$ cat src/design/kwhm_pkg.sv
// Package with the types, constants and codes shared by the k-way heap merge unit.
package kwhm_pkg;

    localparam int LISTS      = 8;
    localparam int DEPTH      = 256;
    localparam int LIST_BITS  = $clog2(LISTS);
    localparam int ENTRY_BITS = $clog2(DEPTH);
    localparam int COUNT_BITS = $clog2(DEPTH + 1);
    localparam int ADDR_BITS  = LIST_BITS + ENTRY_BITS;
    localparam int CFG_BITS   = 4;
    localparam int VALUE_W    = 32;
    localparam int INDEX_W    = 3;

    localparam logic [CFG_BITS-1:0] CFG_RESET = CFG_BITS'(LISTS);

    typedef enum logic [1:0] {
        ACT_LOAD  = 2'd0,
        ACT_START = 2'd1,
        ACT_POP   = 2'd2,
        ACT_NONE  = 2'd3
    } action_t;

    typedef enum logic [0:0] {
        ST_VALID     = 1'b0,
        ST_EXHAUSTED = 1'b1
    } status_t;

    typedef struct packed {
        action_t             action;
        logic [INDEX_W-1:0]  list_index;
        logic signed [VALUE_W-1:0] element_value;
    } command_t;

    typedef struct packed {
        logic signed [VALUE_W-1:0] merged_value;
        logic [INDEX_W-1:0]  source_list;
        status_t             status;
    } result_t;

    typedef struct packed {
        logic load;
        logic seed_init;
        logic seed_rd;
        logic seed_wr;
        logic pop_empty;
        logic scan_init;
        logic scan_step;
        logic emit;
        logic refill;
    } dp_cmd_t;

    typedef struct packed {
        logic merging;
        logic any_head;
        logic cnt_last;
        logic more;
    } dp_sts_t;

endpackage

$ cat src/design/kwhm_ctrl.sv
// Controller state machine that sequences loads, heap seeding, scans and refills.
module kwhm_ctrl (
    input  logic              clk,
    input  logic              rst_n,
    input  logic              start,
    input  kwhm_pkg::action_t action,
    input  kwhm_pkg::dp_sts_t sts,
    output kwhm_pkg::dp_cmd_t cmd,
    output logic              busy
);
    import kwhm_pkg::*;

    typedef enum logic [5:0] {
        S_IDLE    = 6'b000001,
        S_SEED_RD = 6'b000010,
        S_SEED_WR = 6'b000100,
        S_SCAN    = 6'b001000,
        S_EMIT    = 6'b010000,
        S_REFILL  = 6'b100000
    } state_t;

    state_t state_reg;
    state_t state_next;

    always_ff @(posedge clk or negedge rst_n)
    begin
        if (!rst_n)
        begin
            state_reg <= S_IDLE;
        end
        else
        begin
            state_reg <= state_next;
        end
    end

    always_comb
    begin
        state_next = state_reg;
        cmd        = '0;
        unique case (state_reg)
            S_IDLE:
            begin
                if (start)
                begin
                    unique case (action)
                        ACT_LOAD:  cmd.load = 1'b1;
                        ACT_START:
                        begin
                            cmd.seed_init = 1'b1;
                            state_next    = S_SEED_RD;
                        end
                        ACT_POP:
                        begin
                            if (!sts.merging || !sts.any_head)
                            begin
                                cmd.pop_empty = 1'b1;
                            end
                            else
                            begin
                                cmd.scan_init = 1'b1;
                                state_next    = S_SCAN;
                            end
                        end
                        default: ;
                    endcase
                end
            end
            S_SEED_RD:
            begin
                cmd.seed_rd = 1'b1;
                state_next  = S_SEED_WR;
            end
            S_SEED_WR:
            begin
                cmd.seed_wr = 1'b1;
                state_next  = sts.cnt_last ? S_IDLE : S_SEED_RD;
            end
            S_SCAN:
            begin
                cmd.scan_step = 1'b1;
                if (sts.cnt_last)
                begin
                    state_next = S_EMIT;
                end
            end
            S_EMIT:
            begin
                cmd.emit   = 1'b1;
                state_next = sts.more ? S_REFILL : S_IDLE;
            end
            S_REFILL:
            begin
                cmd.refill = 1'b1;
                state_next = S_IDLE;
            end
            default: state_next = S_IDLE;
        endcase
    end

    assign busy = (state_reg != S_IDLE);

endmodule

$ cat config.mk
export PLATFORM = sky130hd
export DESIGN_NAME = kwhm_ctrl
export DESIGN_NICKNAME = d
export VERILOG_FILES = /design/src/design/kwhm_pkg.sv /design/src/design/kwhm_ctrl.sv
export SDC_FILE = /design/constraint.sdc
export NUM_CORES = 1
export LEC_CHECK = 0
export BUFFER_PORTS_ARGS = -buffer_cell sky130_fd_sc_hd__buf_2
export CORE_MARGIN = 8
export CORE_UTILIZATION = 30
export DETAILED_ROUTE_END_ITERATION = 7
export SYNTH_ARGS = -nofsm -noshare
export SYNTH_HDL_FRONTEND = slang
export SYNTH_SLANG_ARGS = --single-unit
$ cat constraint.sdc
create_clock -name clk -period 1.8 [get_ports clk]
set_input_delay 0.18 -clock clk [delete_from_list [all_inputs] [get_ports clk]]
set_output_delay 0.18 -clock clk [all_outputs]
set_load 0.01 [all_outputs]
Yosys cells after proc, flatten, opt, wreduce, memory -nomap -nowiden
Index checks and enable logic that the tools add are counted.
{ "totals": {"in_bits": 9, "mem_bits_rw": 0, "mem_bits_ro": 0, "memories": 0, "reg_bits": 6, "latchBits": 0, "output_inout_bits": 10, "elab_cells": 40} }
{ "op_classes": {"n_addsub": 0, "mux": 21, "n_reduce_logical": 5, "magnitude_cmp": 0, "n_eq_ne": 13, "n_shift": 0, "n_mul": 0, "div_mod_pow": 0, "bitwise": 0} }
{ "ops": {"columns": ["cell", "n"], "rows": [
  ["one-hot mux 6 bit (5 select lines)", 1],
  ["2-to-1 mux 6 bit", 4],
  ["2-to-1 mux 2 bit", 6],
  ["one-hot mux 6 bit (2 select lines)", 1],
  ["2-to-1 mux 1 bit", 9],
  ["equality test 6 x 1 -> 1 bit, second input constant", 1],
  ["equality test 6 x 2 -> 1 bit, second input constant", 1],
  ["equality test 6 x 3 -> 1 bit, second input constant", 1],
  ["equality test 6 x 4 -> 1 bit, second input constant", 1],
  ["equality test 6 x 5 -> 1 bit, second input constant", 1],
  ["equality test 6 bit, second input constant", 1],
  ["!= test 6 x 1 -> 1 bit, second input constant", 1],
  ["!= test 2 bit, second input constant", 2],
  ["AND reduction 4 bit", 1],
  ["!= test 3 x 1 -> 1 bit, second input constant", 1],
  ["!= test 3 bit, second input constant", 1],
  ["equality test 2 x 1 -> 1 bit, second input constant", 1],
  ["equality test 2 bit, second input constant", 1],
  ["zero test 1 bit", 2],
  ["zero test 2 bit", 1],
  ["logical OR 1 bit", 1]
]} }

Logic depth before layout (Yosys ltp)
{ "logic_depth": {"ltp_word": 6, "ltp_mapped": 6, "mapped_depth_nobuf": 5} }

Worst setup path before layout
OpenSTA, ideal clock, no wires.
{ "synth_timing": {"path_type": "register to output", "from": "reg state_reg[2]", "to": "out cmd[8] (netlist name)", "arrival_time_ns": 1.476, "path_stages_with_launch": 6, "path_slack_ns": 0.144, "required_ns": 1.620, "path_buffers": 1, "path_cell_list": "dfrtp_1 > buf_6 > or4_4 > nor2b_4 > nand2_1 > nor3_1"} }
{ "synth_rtl": {"columns": ["element", "line", "source"], "rows": [
  ["start: declaration", "kwhm_ctrl.sv:22", "state_t state_reg;"],
  ["start signal: assignment", "kwhm_ctrl.sv:33", "state_reg <= state_next;"],
  ["end: declaration", "kwhm_ctrl.sv:8", "output kwhm_pkg::dp_cmd_t cmd,"]
]} }

==> impl_metrics.ini <==
[outcome]
status = finished, violations left
violations = setup timing

[drt]
drt_first_pass_iters = 3
avgRoutedWirePerCell_microns = 11.8
wl_mm = 1.15
vias = 483
route.detailed.drc = 0
post_drt_via_cell_ratio = 4.93
drt_iter0_drc = 9
drtAntennaViolNets = 0

[clock_network]
cts_buffer_depth = 2
clkLatencyLatePin_ps = 250
cts.sink_count = 6
htree_levels = 1
cts_buffers = 3
clk_pin_slew_ps = 50
clockRootBuffer = clkbuf_4
cts_tree = built

[cells_and_area]
largest_reg_flops = 6
area.growth.synth_to_final_pct = 47.7
fin_util_pct = 48.2
nets = 93
multi_input_area_sq_um = 256
fillerInstances = 124
seq_area_sq_um = 151
drive_gt1_share_pct = 41.0
diodes = 0

[floorplanning]
dieHeight_microns = 53.9
io_pins = 19
row_count = 13
coreArea_sq_mm = 0.00132
dieArea_sq_mm = 0.00290
start_util_pct = 32.7
die_w_microns = 53.9

[critical_path]
worstPathArrival_ps = 1720
slowest_stage = or4_4
worst-setup-path-type = register to output port
rr_startpoint = state_reg[5]
r2r_slack_ps = 270
critPathMaxFanout = 3
cp-start-kind = register
max_stage_delay_ps = 560
worstRegToRegCells = 6
crit_chain = or4_4, nor2b_4, nand4b_1, a21oi_1, buf_2
worstReg2RegEnd = state_reg[0]
cp-end-kind = output port
cp_data_required_time_ps = 1620

[global_route]
grt_max_degree = 9
grt_pass1_wl_mm = 1.86
overflow = 0
grt_antenna_before_repair = 0
grt_usage_pct = 8.78
grt_pass1_vias = 473

[synthesis]
synth_compound_area_share_pct = 12.8
synth_simple_gate_area_share_pct = 44.8
synth_xor_area_share_pct = 2.03
syn_inst = 52
synth_top_family_by_area = simple AND/OR/NAND/NOR gates
synth_area_per_cell_sq_um = 8.28
synth_area_sq_um = 430
ys_warn_count = 0
synthMuxAreaShare_pct = 0
syn_nets = 61
synth_seq_area_share_pct = 35.2
synthDistinctLibCells = 24
synth_fa_ha_area_share_pct = 0
ys_seq_elements = 6

[timing]
fmax_ghz = 0.526
setup_slack_ps = -101
finalMaxSlewViolations = 0
finalCritPeriodShare_pct = 106
min_period_ps = 1900
setup_viol = 5
slew-limit-headroom_pct = 84.6
fin_setup_tns_ps = -354
worst_pin_slew_ps = 231
rsz0062_at_grt = true
finalHoldViolations = 0
finClkSkew_ps = 6.07

[worst_hold_path]
min_to = state_reg[1]
hp-class = input port to register
hold_depth = 2
min_from = sts[1]

[power_and_ir_drop]
leakagePower_uw = 0.000355
ir_worst_vdd_mv = 0.578
powerDensity_mw_per_mm2 = 1150

[placement]
dpl.hpwl_microns = 927
place.gp.congestion = 0.758
preCtsSetupSlack_ps = 133
io_buffer_count = 18

[job]
cap_viol_max_count = 0
[cells in the final DEF (no fill, tap or decap), drive strengths merged]
master,count
buf,27
nor2,6
dfrtp,5
nand2,4
a21oi,4
clkbuf,4
nand2b,3
nor3,3
o21ai,3
nor2b,3
inv,3
and4b,2
and2b,2
nand4b,2
and2,2
o22ai,2
or4,1
nand3,1
and3,1
xor2,1
o211ai,1
nand3b,1
dlygate4sd3,1
dfstp,1
[layout make-up]
class,count,area share (%)
tap,15,2.95
sequential,6,23.8
multi-input combinational,42,40.4
clock buffer,4,4.13
inverter,3,1.77
timing repair buffer,28,27.0
[routing by layer]
layer	GRT usage, %	wire, microns	vias to the layer above
met4	5.04	15	0
met3	4.41	111	3
met2	13.5	515	19
li1	-	-	245
met1	9.58	509	216
met5	0	0	-
[synth_stat cells, drive strengths merged]
cell type	n	area, sq um
dfrtp	5	125
nand4b	2	17.5
a21oi	4	20.0
nor2	6	22.5
nor2b	3	26.3
nand2	4	15.0
and2b	2	15.0
buf	1	11.3
and4b	2	20.0
nand2b	3	18.8
o21ai	3	15.0
nand3	1	5.00
nand3b	1	7.51
and3	1	6.26
xor2	1	8.76
dfstp	1	26.3
inv	3	11.3
and2	2	12.5
nor3	3	15.0
or4	1	11.3
o211ai	1	7.51
o22ai	2	12.5
[where the power goes]
part	internal, uW	total, uW	switching, uW
Clock	84.3	138	54.1
Sequential	170	190	19.9
Combinational	218	402	184
[worst max-delay path by stage]
stage | startpoint | to | cells past startpoint
after global placement | state_reg[4] | cmd[4] | 5
after detailed placement | state_reg[5] | cmd[4] | 5
after floorplan | state_reg[2] | cmd[8] | 5
after CTS | state_reg[5] | cmd[4] | 5
after global routing | state_reg[5] | cmd[4] | 5
final | state_reg[5] | cmd[4] | 5
[through the flow]
| stage | instances | power (uW) | cell area [sq um] | hold WS (ps) |
|---|---|---|---|---|
| 6_report | 98 | 730 | 636 | 136 |
| 5_1_grt | 98 | 790 | 636 | 141 |
| 4_1_cts | 96 | 701 | 617 | 133 |
| 3_5_place_dp | 88 | 518 | 558 | 10.8 |
| 3_3_place_gp | 88 | 515 | 558 | 7.98 |
| 2_1_floorplan | 52 | 416 | 430 | -116 |
[critical path, delay by kind of cell (launching register included)]
kind                   cells  cell delay, ps
and+or+nand+nor            3             820
DFF                        1             380
buffers and inverters      1             150
AOI/OAI and AO/OA          1             130
[kinds of logic (layout without fill, tap and decap cells)]
logic type / count (synthesis) / in the layout
flip-flops: 6 / 6
AND/OR/NAND/NOR: 31 / 31
AO/OA/AOI/OAI: 10 / 10
XOR/XNOR: 1 / 1
buffers and inverters: 4 / 35
[what timing repair did]
action                     4_1_cts  5_1_grt
pin swaps                        2        0
buffers inserted                 3        2
hold buffers                     1        0
setup endpoints to repair        4        6
hold endpoints to repair         6        0
gates resized for setup          0        1
No activity file was read; power rests on OpenSTA's default activity.
